**config.mk**
```make
export PLATFORM = sky130hd
export DESIGN_NAME = differential_wheel_speed_pi_top
export DESIGN_NICKNAME = d
export VERILOG_FILES = /design/src/hw/rtl/dwsp_pkg.sv /design/src/hw/rtl/dwsp_mul.sv /design/src/hw/rtl/dwsp_seq.sv /design/src/hw/rtl/differential_wheel_speed_pi_top.sv
export SDC_FILE = /design/constraint.sdc
export NUM_CORES = 2
export LEC_CHECK = 0
export ABC_AREA = 1
export BUFFER_PORTS_ARGS = -buffer_cell sky130_fd_sc_hd__buf_4
export CAP_MARGIN = 20
export CORE_ASPECT_RATIO = 0.5
export CORE_MARGIN = 2
export CORE_UTILIZATION = 55
export DETAILED_ROUTE_END_ITERATION = 6
export PLACE_DENSITY = 0.78
export REMOVE_ABC_BUFFERS = 1
export SLEW_MARGIN = 20
export SYNTH_ARGS = -nofsm -noshare
export SYNTH_HDL_FRONTEND = slang
export SYNTH_HIERARCHICAL = 1
export SYNTH_SLANG_ARGS = --single-unit
```
**constraint.sdc**
```tcl
create_clock -name clk -period 7.6 [get_ports clk]
set_input_delay 0.76 -clock clk [delete_from_list [all_inputs] [get_ports clk]]
set_output_delay 0.76 -clock clk [all_outputs]
set_load 0.03 [all_outputs]
```
**src/hw/rtl/dwsp_pkg.sv**
```systemverilog
// ----------------------------------------------------------------------------
// dwsp_pkg
// shared types and constants of the differential wheel speed pi controller
// ----------------------------------------------------------------------------
package dwsp_pkg;

  localparam int unsigned CFG_IDX_W  = 3;
  localparam int unsigned CFG_DATA_W = 16;

  localparam logic [CFG_IDX_W-1:0] REG_BASE_SPEED   = 3'd0;
  localparam logic [CFG_IDX_W-1:0] REG_LEFT_KP      = 3'd1;
  localparam logic [CFG_IDX_W-1:0] REG_LEFT_KI      = 3'd2;
  localparam logic [CFG_IDX_W-1:0] REG_RIGHT_KP     = 3'd3;
  localparam logic [CFG_IDX_W-1:0] REG_RIGHT_KI     = 3'd4;
  localparam logic [CFG_IDX_W-1:0] REG_TURN_KP      = 3'd5;
  localparam logic [CFG_IDX_W-1:0] REG_MAX_DUTY     = 3'd6;

  localparam int unsigned OP_W        = 18;
  localparam int unsigned PROD_W      = 2 * OP_W;
  localparam int unsigned Q8_SHIFT    = 8;
  localparam int unsigned BOOST_SHIFT = 8;

  localparam logic signed [OP_W-1:0] NEG_BOOST = 18'sd294;
  localparam logic signed [9:0]      BRAKE_HI  = 10'sd85;
  localparam logic signed [9:0]      BRAKE_LO  = -10'sd85;
  localparam logic [3:0]             CALM_LIMIT = 4'd10;

  typedef struct packed {
    logic [15:0] base_speed;
    logic [15:0] left_kp;
    logic [15:0] left_ki;
    logic [15:0] right_kp;
    logic [15:0] right_ki;
    logic [15:0] turn_kp;
    logic [14:0] max_duty;
  } dwsp_cfg_t;

  typedef struct packed {
    logic signed [9:0]  line_error;
    logic               turn_update;
    logic               ring_active;
    logic signed [15:0] left_count;
    logic signed [15:0] right_count;
    logic               left_dir_pin;
    logic               right_dir_pin;
  } dwsp_item_t;

  typedef struct packed {
    logic signed [15:0] left_duty;
    logic signed [15:0] right_duty;
    logic signed [15:0] steer_value;
    logic               braking;
  } dwsp_result_t;

  typedef struct packed {
    logic idle;
    logic res_valid;
  } dwsp_status_t;

endpackage

```
**src/hw/rtl/dwsp_mul.sv**
```systemverilog
// ----------------------------------------------------------------------------
// dwsp_mul
// shared signed 18x18 multiplier with registered product
// ----------------------------------------------------------------------------
module dwsp_mul (
  input  logic                                 clk,
  input  logic signed [dwsp_pkg::OP_W-1:0]     a,
  input  logic signed [dwsp_pkg::OP_W-1:0]     b,
  output logic signed [dwsp_pkg::PROD_W-1:0]   p
);

  always_ff @(posedge clk) begin
    p <= a * b;
  end

endmodule

```
**src/hw/rtl/dwsp_seq.sv**
```systemverilog
// ----------------------------------------------------------------------------
// dwsp_seq
// sequencer and datapath: steering loop, brake flag, wheel targets and two
// incremental pi wheel loops, all through one shared multiplier
// ----------------------------------------------------------------------------
module dwsp_seq #(
  parameter int unsigned GAIN_FRAC_BITS = 8
) (
  input  logic                    clk,
  input  logic                    rst_n,
  input  logic                    start,
  input  dwsp_pkg::dwsp_item_t    item,
  input  dwsp_pkg::dwsp_cfg_t     cfg,
  input  logic                    res_ready,
  output dwsp_pkg::dwsp_status_t  status,
  output dwsp_pkg::dwsp_result_t  result
);

  localparam int unsigned F  = GAIN_FRAC_BITS;
  localparam int unsigned SH = (F >= dwsp_pkg::Q8_SHIFT) ? F - dwsp_pkg::Q8_SHIFT : 0;
  localparam int unsigned DS = (F >= dwsp_pkg::Q8_SHIFT) ? 0 : dwsp_pkg::Q8_SHIFT - F;
  localparam int unsigned SW = dwsp_pkg::PROD_W + 1;
  localparam int unsigned AW = SW + 1 + SH;
  localparam int unsigned QW = (F + 20 > 36) ? F + 20 : 36;
  localparam int unsigned OW = dwsp_pkg::OP_W;

  localparam logic [7:0]   DMASK = 8'((1 << DS) - 1);
  localparam logic [F-1:0] FMASK = '1;

  localparam logic signed [AW-1:0] S32_MAX = AW'(64'sh7FFF_FFFF);
  localparam logic signed [AW-1:0] S32_MIN = ~S32_MAX;
  localparam logic signed [QW-1:0] Q16_MAX = QW'(64'sh7FFF);
  localparam logic signed [QW-1:0] Q16_MIN = ~Q16_MAX;
  localparam logic signed [32:0]   P16_MAX = 33'sh7FFF;
  localparam logic signed [32:0]   P16_MIN = ~P16_MAX;

  localparam logic [4:0] ST_IDLE      = 5'd0;
  localparam logic [4:0] ST_STEER_OP  = 5'd1;
  localparam logic [4:0] ST_STEER_MUL = 5'd2;
  localparam logic [4:0] ST_STEER_SCL = 5'd3;
  localparam logic [4:0] ST_STEER_ACC = 5'd4;
  localparam logic [4:0] ST_TGT       = 5'd5;
  localparam logic [4:0] ST_ERR       = 5'd6;
  localparam logic [4:0] ST_ERRT      = 5'd7;
  localparam logic [4:0] ST_W_BOOST   = 5'd8;
  localparam logic [4:0] ST_W_BMUL    = 5'd9;
  localparam logic [4:0] ST_W_KPE     = 5'd10;
  localparam logic [4:0] ST_W_DIFF    = 5'd11;
  localparam logic [4:0] ST_W_IPROD   = 5'd12;
  localparam logic [4:0] ST_W_PSUM    = 5'd13;
  localparam logic [4:0] ST_W_SCALE   = 5'd14;
  localparam logic [4:0] ST_W_ACC     = 5'd15;
  localparam logic [4:0] ST_W_CLAMP   = 5'd16;
  localparam logic [4:0] ST_FIN       = 5'd17;

  // q8.8 product to q.f, truncating toward zero
  function automatic logic signed [AW-1:0] to_qf(input logic signed [SW-1:0] x);
    logic signed [AW-1:0] xe;
    logic signed [AW-1:0] bias;
    xe   = AW'(x);
    bias = x[SW-1] ? AW'(DMASK) : '0;
    return ((xe + bias) >>> DS) <<< SH;
  endfunction

  function automatic logic signed [QW-1:0] qdiv(input logic signed [QW-1:0] x);
    logic signed [QW-1:0] bias;
    bias = x[QW-1] ? QW'(FMASK) : '0;
    return (x + bias) >>> F;
  endfunction

  function automatic logic signed [15:0] sat16(input logic signed [QW-1:0] x);
    logic signed [15:0] r;
    if (x > Q16_MAX) begin
      r = 16'sh7FFF;
    end else if (x < Q16_MIN) begin
      r = 16'sh8000;
    end else begin
      r = x[15:0];
    end
    return r;
  endfunction

  function automatic logic signed [32:0] ipart(input logic signed [31:0] a);
    logic signed [32:0] ae;
    logic signed [32:0] bias;
    ae   = 33'(a);
    bias = a[31] ? 33'(FMASK) : '0;
    return (ae + bias) >>> F;
  endfunction

  logic [4:0]               state_r, state_nxt;
  logic                     w_r, w_nxt;
  logic signed [9:0]        e_r, e_nxt;
  logic                     upd_r, upd_nxt;
  logic                     ring_r, ring_nxt;
  logic signed [16:0]       lc_r, lc_nxt;
  logic signed [16:0]       rc_r, rc_nxt;
  logic signed [9:0]        steer_prev_r, steer_prev_nxt;
  logic signed [31:0]       steer_acc_r, steer_acc_nxt;
  logic signed [15:0]       lprev_r, lprev_nxt;
  logic signed [15:0]       rprev_r, rprev_nxt;
  logic signed [31:0]       lacc_r, lacc_nxt;
  logic signed [31:0]       racc_r, racc_nxt;
  logic                     brake_r, brake_nxt;
  logic [3:0]               calm_r, calm_nxt;
  logic signed [OW-1:0]     op_a_r, op_a_nxt;
  logic signed [OW-1:0]     op_b_r, op_b_nxt;
  logic signed [AW-1:0]     sc_r, sc_nxt;
  logic [15:0]              t_r, t_nxt;
  logic signed [QW-1:0]     tq_l_r, tq_l_nxt;
  logic signed [QW-1:0]     tq_r_r, tq_r_nxt;
  logic signed [15:0]       le_r, le_nxt;
  logic signed [15:0]       re_r, re_nxt;
  logic [16:0]              kpe_r, kpe_nxt;
  logic signed [SW-1:0]     sum_r, sum_nxt;
  logic signed [AW-1:0]     acc_r, acc_nxt;

  logic signed [dwsp_pkg::PROD_W-1:0] p;
  logic [15:0]              kp_w;
  logic [15:0]              ki_w;
  logic signed [15:0]       err_w;
  logic signed [15:0]       prev_w;
  logic signed [31:0]       accum_w;
  logic signed [AW-1:0]     lim;
  logic signed [AW-1:0]     neg_lim;
  logic signed [AW-1:0]     clamp_v;
  logic signed [AW-1:0]     steer_sum;
  logic signed [QW-1:0]     tone;
  logic signed [QW-1:0]     steer_q;
  logic [3:0]               calm_inc;
  logic                     lower;
  logic signed [32:0]       lip;
  logic signed [32:0]       rip;
  logic signed [32:0]       sip;

  dwsp_mul u_mul (
    .clk (clk),
    .a   (op_a_r),
    .b   (op_b_r),
    .p   (p)
  );

  assign kp_w    = w_r ? cfg.right_kp : cfg.left_kp;
  assign ki_w    = w_r ? cfg.right_ki : cfg.left_ki;
  assign err_w   = w_r ? re_r : le_r;
  assign prev_w  = w_r ? rprev_r : lprev_r;
  assign accum_w = w_r ? racc_r : lacc_r;

  assign lim       = AW'({cfg.max_duty, {F{1'b0}}});
  assign neg_lim   = -lim;
  assign clamp_v   = (acc_r > lim) ? lim : ((acc_r < neg_lim) ? neg_lim : acc_r);
  assign steer_sum = AW'(steer_acc_r) + sc_r;
  assign tone      = QW'({t_r, {F{1'b0}}});
  assign steer_q   = QW'(steer_acc_r);
  assign calm_inc  = calm_r + 4'd1;
  assign lower     = (brake_r || ring_r) && (cfg.base_speed != 16'd0);

  always_comb begin
    state_nxt      = state_r;
    w_nxt          = w_r;
    e_nxt          = e_r;
    upd_nxt        = upd_r;
    ring_nxt       = ring_r;
    lc_nxt         = lc_r;
    rc_nxt         = rc_r;
    steer_prev_nxt = steer_prev_r;
    steer_acc_nxt  = steer_acc_r;
    lprev_nxt      = lprev_r;
    rprev_nxt      = rprev_r;
    lacc_nxt       = lacc_r;
    racc_nxt       = racc_r;
    brake_nxt      = brake_r;
    calm_nxt       = calm_r;
    op_a_nxt       = op_a_r;
    op_b_nxt       = op_b_r;
    sc_nxt         = sc_r;
    t_nxt          = t_r;
    tq_l_nxt       = tq_l_r;
    tq_r_nxt       = tq_r_r;
    le_nxt         = le_r;
    re_nxt         = re_r;
    kpe_nxt        = kpe_r;
    sum_nxt        = sum_r;
    acc_nxt        = acc_r;
    unique case (state_r)
      ST_IDLE: begin
        if (start) begin
          e_nxt    = item.line_error;
          upd_nxt  = item.turn_update;
          ring_nxt = item.ring_active;
          lc_nxt   = item.left_dir_pin ? 17'($signed(item.left_count))
                                       : -17'($signed(item.left_count));
          rc_nxt   = item.right_dir_pin ? -17'($signed(item.right_count))
                                        : 17'($signed(item.right_count));
          state_nxt = ST_STEER_OP;
        end
      end
      ST_STEER_OP: begin
        op_a_nxt = OW'(11'(e_r) - 11'(steer_prev_r));
        op_b_nxt = OW'(cfg.turn_kp);
        if (e_r > dwsp_pkg::BRAKE_HI || e_r < dwsp_pkg::BRAKE_LO) begin
          brake_nxt = 1'b1;
        end else if (calm_inc >= dwsp_pkg::CALM_LIMIT) begin
          brake_nxt = 1'b0;
          calm_nxt  = 4'd0;
        end else begin
          calm_nxt  = calm_inc;
        end
        state_nxt = ST_STEER_MUL;
      end
      ST_STEER_MUL: begin
        state_nxt = ST_STEER_SCL;
      end
      ST_STEER_SCL: begin
        sc_nxt    = to_qf(SW'(p));
        t_nxt     = lower ? cfg.base_speed - 16'd1 : cfg.base_speed;
        state_nxt = ST_STEER_ACC;
      end
      ST_STEER_ACC: begin
        if (upd_r) begin
          if (steer_sum > S32_MAX) begin
            steer_acc_nxt = 32'sh7FFF_FFFF;
          end else if (steer_sum < S32_MIN) begin
            steer_acc_nxt = 32'sh8000_0000;
          end else begin
            steer_acc_nxt = steer_sum[31:0];
          end
          steer_prev_nxt = e_r;
        end
        state_nxt = ST_TGT;
      end
      ST_TGT: begin
        if (steer_acc_r[31]) begin
          tq_l_nxt = tone + steer_q;
          tq_r_nxt = tone <<< 1;
        end else begin
          tq_l_nxt = tone;
          tq_r_nxt = (tone <<< 1) - (steer_q <<< 1);
        end
        state_nxt = ST_ERR;
      end
      ST_ERR: begin
        tq_l_nxt  = tq_l_r - (QW'(lc_r) <<< F);
        tq_r_nxt  = tq_r_r - (QW'(rc_r) <<< F);
        state_nxt = ST_ERRT;
      end
      ST_ERRT: begin
        le_nxt    = sat16(qdiv(tq_l_r));
        re_nxt    = sat16(qdiv(tq_r_r));
        w_nxt     = 1'b0;
        state_nxt = ST_W_BOOST;
      end
      ST_W_BOOST: begin
        op_a_nxt  = OW'(kp_w);
        op_b_nxt  = dwsp_pkg::NEG_BOOST;
        state_nxt = ST_W_BMUL;
      end
      ST_W_BMUL: begin
        state_nxt = ST_W_KPE;
      end
      ST_W_KPE: begin
        kpe_nxt   = err_w[15] ? p[dwsp_pkg::BOOST_SHIFT +: 17] : 17'(kp_w);
        op_a_nxt  = OW'(ki_w);
        op_b_nxt  = OW'(err_w);
        state_nxt = ST_W_DIFF;
      end
      ST_W_DIFF: begin
        op_a_nxt  = OW'(kpe_r);
        op_b_nxt  = OW'(17'(err_w) - 17'(prev_w));
        state_nxt = ST_W_IPROD;
      end
      ST_W_IPROD: begin
        sum_nxt   = SW'(p);
        state_nxt = ST_W_PSUM;
      end
      ST_W_PSUM: begin
        sum_nxt   = sum_r + SW'(p);
        state_nxt = ST_W_SCALE;
      end
      ST_W_SCALE: begin
        sc_nxt    = to_qf(sum_r);
        state_nxt = ST_W_ACC;
      end
      ST_W_ACC: begin
        acc_nxt   = AW'(accum_w) + sc_r;
        state_nxt = ST_W_CLAMP;
      end
      ST_W_CLAMP: begin
        if (w_r) begin
          racc_nxt  = clamp_v[31:0];
          rprev_nxt = re_r;
          state_nxt = ST_FIN;
        end else begin
          lacc_nxt  = clamp_v[31:0];
          lprev_nxt = le_r;
          w_nxt     = 1'b1;
          state_nxt = ST_W_BOOST;
        end
      end
      ST_FIN: begin
        if (res_ready) begin
          state_nxt = ST_IDLE;
        end
      end
      default: begin
        state_nxt = ST_IDLE;
      end
    endcase
  end

  always_ff @(posedge clk) begin
    if (!rst_n) begin
      state_r      <= ST_IDLE;
      w_r          <= 1'b0;
      steer_prev_r <= '0;
      steer_acc_r  <= '0;
      lprev_r      <= '0;
      rprev_r      <= '0;
      lacc_r       <= '0;
      racc_r       <= '0;
      brake_r      <= 1'b0;
      calm_r       <= '0;
    end else begin
      state_r      <= state_nxt;
      w_r          <= w_nxt;
      steer_prev_r <= steer_prev_nxt;
      steer_acc_r  <= steer_acc_nxt;
      lprev_r      <= lprev_nxt;
      rprev_r      <= rprev_nxt;
      lacc_r       <= lacc_nxt;
      racc_r       <= racc_nxt;
      brake_r      <= brake_nxt;
      calm_r       <= calm_nxt;
    end
  end

  always_ff @(posedge clk) begin
    e_r    <= e_nxt;
    upd_r  <= upd_nxt;
    ring_r <= ring_nxt;
    lc_r   <= lc_nxt;
    rc_r   <= rc_nxt;
    op_a_r <= op_a_nxt;
    op_b_r <= op_b_nxt;
    sc_r   <= sc_nxt;
    t_r    <= t_nxt;
    tq_l_r <= tq_l_nxt;
    tq_r_r <= tq_r_nxt;
    le_r   <= le_nxt;
    re_r   <= re_nxt;
    kpe_r  <= kpe_nxt;
    sum_r  <= sum_nxt;
    acc_r  <= acc_nxt;
  end

  assign lip = ipart(lacc_r);
  assign rip = ipart(racc_r);
  assign sip = ipart(steer_acc_r);

  always_comb begin
    result.left_duty  = lip[15:0];
    result.right_duty = rip[15:0];
    if (sip > P16_MAX) begin
      result.steer_value = 16'sh7FFF;
    end else if (sip < P16_MIN) begin
      result.steer_value = 16'sh8000;
    end else begin
      result.steer_value = sip[15:0];
    end
    result.braking = brake_r;
  end

  assign status.idle      = (state_r == ST_IDLE);
  assign status.res_valid = (state_r == ST_FIN);

`ifndef SYNTHESIS
  a_calm_range: assert property (@(posedge clk) disable iff (!rst_n)
    calm_r < dwsp_pkg::CALM_LIMIT)
    else $error("calm tick counter out of range");

  a_start_enters: assert property (@(posedge clk) disable iff (!rst_n)
    start |=> state_r == ST_STEER_OP)
    else $error("request accepted but sequence did not start");

  a_duty_clamped: assert property (@(posedge clk) disable iff (!rst_n)
    (state_r == ST_FIN) |-> (AW'(lacc_r) <= lim && AW'(lacc_r) >= neg_lim &&
                             AW'(racc_r) <= lim && AW'(racc_r) >= neg_lim))
    else $error("wheel accumulator outside duty clamp");

  a_fin_hold: assert property (@(posedge clk) disable iff (!rst_n)
    (state_r == ST_FIN && !res_ready) |=>
      (state_r == ST_FIN && $stable(lacc_r) && $stable(racc_r) &&
       $stable(steer_acc_r) && $stable(brake_r)))
    else $error("result changed while waiting for output slot");
`endif

endmodule

```
**src/hw/rtl/differential_wheel_speed_pi_top.sv**
```systemverilog
// ----------------------------------------------------------------------------
// differential_wheel_speed_pi_top
// steering loop plus two incremental pi wheel speed loops, one tick per request
// ----------------------------------------------------------------------------
//  channel  handshake            payload
//  cfg      cfg_wr_en            cfg_index, cfg_wdata
//  in       in_valid / in_stall  line error, flags, encoder counts, dir pins
//  out      out_valid / out_stall left/right duty, steer value, braking
//
//  the sequencer takes a new request only when idle, not while one is in flight;
//  it runs the shared 18x18 multiplier once for the steering loop and three
//  times per wheel, wheels one after the other
//  reset is synchronous: clears config, output valid, loop state and brake flag
//  a held result in the output register does not block the next request; its
//  result then waits in the sequencer until the output register frees
module differential_wheel_speed_pi_top #(
  parameter int unsigned GAIN_FRAC_BITS = 8
) (
  input  logic                                 clk,
  input  logic                                 rst_n,
  input  logic                                 cfg_wr_en,
  input  logic [dwsp_pkg::CFG_IDX_W-1:0]       cfg_index,
  input  logic [dwsp_pkg::CFG_DATA_W-1:0]      cfg_wdata,
  input  logic                                 in_valid,
  output logic                                 in_stall,
  input  logic signed [9:0]                    in_line_error,
  input  logic                                 in_turn_update,
  input  logic                                 in_ring_active,
  input  logic signed [15:0]                   in_left_count,
  input  logic signed [15:0]                   in_right_count,
  input  logic                                 in_left_dir_pin,
  input  logic                                 in_right_dir_pin,
  output logic                                 out_valid,
  input  logic                                 out_stall,
  output logic signed [15:0]                   out_left_duty,
  output logic signed [15:0]                   out_right_duty,
  output logic signed [15:0]                   out_steer_value,
  output logic                                 out_braking
);

  dwsp_pkg::dwsp_cfg_t     cfg_r, cfg_nxt;
  dwsp_pkg::dwsp_item_t    item;
  dwsp_pkg::dwsp_status_t  status;
  dwsp_pkg::dwsp_result_t  result;
  dwsp_pkg::dwsp_result_t  res_r;
  logic                    out_valid_r, out_valid_nxt;
  logic                    start;
  logic                    res_ready;
  logic                    load;

  always_comb begin
    cfg_nxt = cfg_r;
    if (cfg_wr_en) begin
      unique case (cfg_index)
        dwsp_pkg::REG_BASE_SPEED:   cfg_nxt.base_speed   = cfg_wdata;
        dwsp_pkg::REG_LEFT_KP:      cfg_nxt.left_kp      = cfg_wdata;
        dwsp_pkg::REG_LEFT_KI:      cfg_nxt.left_ki      = cfg_wdata;
        dwsp_pkg::REG_RIGHT_KP:     cfg_nxt.right_kp     = cfg_wdata;
        dwsp_pkg::REG_RIGHT_KI:     cfg_nxt.right_ki     = cfg_wdata;
        dwsp_pkg::REG_TURN_KP:      cfg_nxt.turn_kp      = cfg_wdata;
        dwsp_pkg::REG_MAX_DUTY:     cfg_nxt.max_duty     = cfg_wdata[14:0];
        default: begin
        end
      endcase
    end
  end

  assign item.line_error    = in_line_error;
  assign item.turn_update   = in_turn_update;
  assign item.ring_active   = in_ring_active;
  assign item.left_count    = in_left_count;
  assign item.right_count   = in_right_count;
  assign item.left_dir_pin  = in_left_dir_pin;
  assign item.right_dir_pin = in_right_dir_pin;

  assign in_stall  = !status.idle;
  assign start     = in_valid && status.idle;
  assign res_ready = !out_valid_r || !out_stall;
  assign load      = status.res_valid && res_ready;

  assign out_valid_nxt = load || (out_valid_r && out_stall);

  dwsp_seq #(
    .GAIN_FRAC_BITS (GAIN_FRAC_BITS)
  ) u_seq (
    .clk       (clk),
    .rst_n     (rst_n),
    .start     (start),
    .item      (item),
    .cfg       (cfg_r),
    .res_ready (res_ready),
    .status    (status),
    .result    (result)
  );

  always_ff @(posedge clk) begin
    if (!rst_n) begin
      cfg_r       <= '0;
      out_valid_r <= 1'b0;
    end else begin
      cfg_r       <= cfg_nxt;
      out_valid_r <= out_valid_nxt;
    end
  end

  always_ff @(posedge clk) begin
    if (load) begin
      res_r <= result;
    end
  end

  assign out_valid       = out_valid_r;
  assign out_left_duty   = res_r.left_duty;
  assign out_right_duty  = res_r.right_duty;
  assign out_steer_value = res_r.steer_value;
  assign out_braking     = res_r.braking;

endmodule
```
==> summary.txt <==
Cells and area
  • Share of final-layout standard cells stronger than drive strength 1: 0.0578
  • Filler cell count in the final layout: 9793
  • Final cell count without fillers: 9605
  • Register Area: 17300 um^2
  • Area growth from synthesis to layout: 7.67%
  • Area taken by multi-input logic gates: 35800 um^2
  • Final net count: 8923

Drt
  • Iteration-0 DRC Markers: 6387
  • Final routed wire length divided by cell count: 19.4 um
  • Highest metal layer used by the detailed router: met4
  • Post-route DRC violation count: 5
  • 1st-pass router iterations: 7
  • Detailed route wirelength on metal2: 78.7 mm
  • Number of nets with antenna violations after detailed routing: 0
  • Via/cell ratio: 5.66
  • Total routed wirelength: 186 mm
  • Routed metal-1 wire length: 82.0 mm
  • Wire length on met3: 19.4 mm
  • Number of vias in the routed layout: 54395

Floorplanning
  • Number of top-level pins: 121
  • Starting Density: 0.553
  • Rows: 85
  • Core footprint: 107000 um^2
  • Die outline width: 468 um
  • Height of the die: 236 um
  • Area enclosed by the die boundary: 111000 um^2

Place
  • Pre-CTS WS: 1.16 ns
  • Routability-driven placement congestion ratio: 1.03
  • Post-Place Cells: 9476
  • Detail Placement HPWL: 147 mm
  • PortBufs: 120

Clock tree
  • Max Root-Sink Buffers: 3
  • Clock tree from TritonCTS: done
  • Maximum level of the CTS H-tree: 3
  • Total of hold buffers inserted after clock tree synthesis: 0
  • Clock-pin slew of the registers on the worst-case setup and hold paths: 0.07 ns
  • # resized after CTS: 0
  • Number of buffers inserted by post-CTS setup repair: 0
  • Num CTS Buffers: 70
  • Clock insertion delay at the later pin of the skew report: 0.67 ns
  • Root buffer cell: sky130_fd_sc_hd__clkbuf_16
  • Clock Sink Count: 675

Yosys
  • Yosys warning count: 6
  • Area leader, netlist: sky130_fd_sc_hd__edfxtp_1
  • Number of distinct library cells after synthesis: 71
  • Sequential area share after synthesis: 0.292
  • EDFF count, synth: 378
  • Mean area per synthesized cell: 7.31 um^2
  • Number of synthesized register bits: 675
  • Area of the mapped netlist: 59300 um^2
  • Portion of synthesized cell area occupied by the leading cell type: 0.191
  • Top cells by area in the synthesized netlist: sky130_fd_sc_hd__edfxtp_1, sky130_fd_sc_hd__nand2_1, sky130_fd_sc_hd__fa_1
  • Leading register cell type out of synthesis: sky130_fd_sc_hd__edfxtp_1
  • Share of async-settable or async-resettable flops after synthesis: 0
  • Synthesized netlist cell count: 8119

Global route
  • Global route total overflow: 0
  • Pin count of the biggest net entering global routing: 67
  • Wire length of the first global-routing pass: 288 mm
  • Antenna violations before repair: 4
  • Overall track demand over capacity in global routing: 0.335
  • Via count of the first global-routing pass: 50386

Critical path
  • Slowest Stage Delay on Critical Path: 0.70 ns
  • FF-to-FF path depth: 23
  • Gate family responsible for the most delay along the worst path: adder cells
  • Critical-path maximum fanout: 18
  • Start-to-end type of the worst setup path: reg -> reg
  • Crit path required time: 8.16 ns
  • Critical-path top delay cell: sky130_fd_sc_hd__fa_1
  • Sum of buffers and inverters on the critical path: 7
  • Crit. End Element: register
  • Startpoint Class: register
  • Depth of the critical timing path with buffers and inverters included: 23
  • Chain of cells forming the critical path: nand2_1, inv_1, fa_1, inv_1, fa_1, inv_1, ha_1, inv_1, fa_1, inv_1, fa_1, inv_1, fa_1, inv_1, ha_1, a21oi_1, o21ai_0, nand2_1, nand2_1, a21oi_1, nand2_1, nand2_1, nand2_1
  • Data arrival time of the critical path: 6.99 ns
  • Most repeated library cell on the critical path: sky130_fd_sc_hd__inv_1

STA
  • Max Transition Viols Final: 0
  • RSZ-0062 raised after global routing: no
  • Number of hold violations in the final report: 0
  • Worst Setup Slack, final: 1.17 ns
  • Setup violators final: 0
  • Summed negative setup slack over all endpoints: 0 ns
  • Worst-case clock skew: 0.0251 ns
  • Transition at the pin with the smallest max-transition slack: 1.10 ns
  • Worst rel slew slack: 0.263
  • Worst-case hold slack: 0.272 ns
  • Maximum frequency from static timing analysis: 0.156 GHz
  • Final Cycle Share: 0.845
  • Period minus WS final: 6.43 ns

Status
  • Run status: complete, but fails checks
  • Failing checks: design-rule violations

Min path
  • Instance count along the most critical hold path: 1
  • Hold/Removal Path Class: in -> reg

Flow run
  • Number of max-capacitance violations reported: 0
[synthesized netlist by cell type, types with 19 or more instances]
master and instances:
sky130_fd_sc_hd__fa_1 337, sky130_fd_sc_hd__nor2_1 818, sky130_fd_sc_hd__edfxtp_1 378, sky130_fd_sc_hd__nand3_1 420, sky130_fd_sc_hd__o221ai_1 24, sky130_fd_sc_hd__xnor2_1 85
sky130_fd_sc_hd__o21bai_1 30, sky130_fd_sc_hd__nand2_1 2038, sky130_fd_sc_hd__a21oi_1 550, sky130_fd_sc_hd__nor3_1 97, sky130_fd_sc_hd__clkbuf_1 180, sky130_fd_sc_hd__nor2_2 22
sky130_fd_sc_hd__inv_1 1348, sky130_fd_sc_hd__a31oi_1 32, sky130_fd_sc_hd__buf_2 20, sky130_fd_sc_hd__nand2_2 21, sky130_fd_sc_hd__a21o_1 25, sky130_fd_sc_hd__o211ai_1 19
sky130_fd_sc_hd__nor4_1 31, sky130_fd_sc_hd__o21ai_1 21, sky130_fd_sc_hd__buf_1 22, sky130_fd_sc_hd__or2_2 38, sky130_fd_sc_hd__xor2_1 148, sky130_fd_sc_hd__nand4_1 62
sky130_fd_sc_hd__dfxtp_1 297, sky130_fd_sc_hd__o21ai_0 418, sky130_fd_sc_hd__ha_1 402
[flip-flops by register name, indices dropped and copies added (netlist names), 17 cells and up]
register / flops
cfg_r: 111
u_seq/acc_r: 38
u_seq/kpe_r: 17
u_seq/lacc_r: 32
u_seq/lc_r: 17
u_seq/op_a_r: 18
u_seq/op_b_r: 17
u_seq/racc_r: 32
u_seq/rc_r: 17
u_seq/sc_r: 37
u_seq/steer_acc_r: 32
u_seq/sum_r: 37
u_seq/tq_l_r: 36
u_seq/tq_r_r: 35
u_seq/u_mul/p: 36
[placed cells by master (no fill, tap or decap), drive strengths merged, types with 175 or more instances in the layout]
| cell | netlist | final |
|---|---|---|
| dfxtp | 297 | 297 |
| inv | 1366 | 1378 |
| nand3 | 427 | 427 |
| o21ai | 446 | 446 |
| fa | 337 | 337 |
| buf | 72 | 175 |
| edfxtp | 378 | 378 |
| ha | 402 | 402 |
| nor2 | 848 | 848 |
| nand2 | 2061 | 2061 |
| a21oi | 567 | 567 |
[per-layer routing]
| layer | vias to the layer above | global-route usage |
|---|---|---|
| met1 | 25604 | 0.487 |
| li1 | 25938 | - |
| met5 | - | 0 |
| met3 | 328 | 0.0720 |
| met2 | 2525 | 0.496 |
| met4 | 0 | 0.105 |
[stage by stage]
stage / utilization / area (um^2)
global placement: 0.572 / 61400
global route: 0.595 / 63900
floorplan: - / 58200
detailed placement: 0.572 / 61400
finish: 0.595 / 63900
CTS: 0.595 / 63800
[cell type report]
cell class / instances / share of cell area
clock inverters: 45 / 0.00881
flip-flops and latches: 675 / 0.271
multi-input cells: 5820 / 0.561
repair buffers: 175 / 0.0209
well taps: 1435 / 0.0281
clock buffers: 82 / 0.0294
inverters: 1372 / 0.0806
diodes: 1 / 0.0000392
[cells by family after synthesis]
logic type,share of synthesized area
flip-flops,0.292
multiplexers,0.000337
AND/OR/NAND/NOR,0.255
AO/OA/AOI/OAI,0.114
buffers and inverters,0.106
XOR/XNOR,0.0344
adder cells (fa/ha/maj),0.198
[worst reg2reg max path, stage by stage (launching register included)]
cell	delay, ns
sky130_fd_sc_hd__edfxtp_1	0.68
sky130_fd_sc_hd__nand2_1	0.23
sky130_fd_sc_hd__inv_1	0.10
sky130_fd_sc_hd__fa_1	0.70
sky130_fd_sc_hd__inv_1	0.11
sky130_fd_sc_hd__fa_1	0.52
sky130_fd_sc_hd__inv_1	0.07
sky130_fd_sc_hd__ha_1	0.56
sky130_fd_sc_hd__inv_1	0.29
sky130_fd_sc_hd__fa_1	0.58
sky130_fd_sc_hd__inv_1	0.05
sky130_fd_sc_hd__fa_1	0.47
sky130_fd_sc_hd__inv_1	0.06
sky130_fd_sc_hd__fa_1	0.52
sky130_fd_sc_hd__inv_1	0.04
sky130_fd_sc_hd__ha_1	0.38
sky130_fd_sc_hd__a21oi_1	0.31
sky130_fd_sc_hd__o21ai_0	0.18
sky130_fd_sc_hd__nand2_1	0.09
sky130_fd_sc_hd__nand2_1	0.05
sky130_fd_sc_hd__a21oi_1	0.16
sky130_fd_sc_hd__nand2_1	0.07
sky130_fd_sc_hd__nand2_1	0.05
sky130_fd_sc_hd__nand2_1	0.04
[path summary, 6_finish.rpt]
check                                       from           endpoint  slack, ns
worst max-delay path            u_seq/op_a_r[17]  u_seq/u_mul/p[32]       1.17
worst min-delay path            in_line_error[3]       u_seq/e_r[3]       0.27
worst max register to register  u_seq/op_a_r[17]  u_seq/u_mul/p[32]       1.17
worst min register to register  u_seq/rprev_r[4]   u_seq/rprev_r[4]       0.45
Power is left out: the tool's default activity adds up to more than one toggle a clock period on the data nets, which glitch-free logic cannot reach.
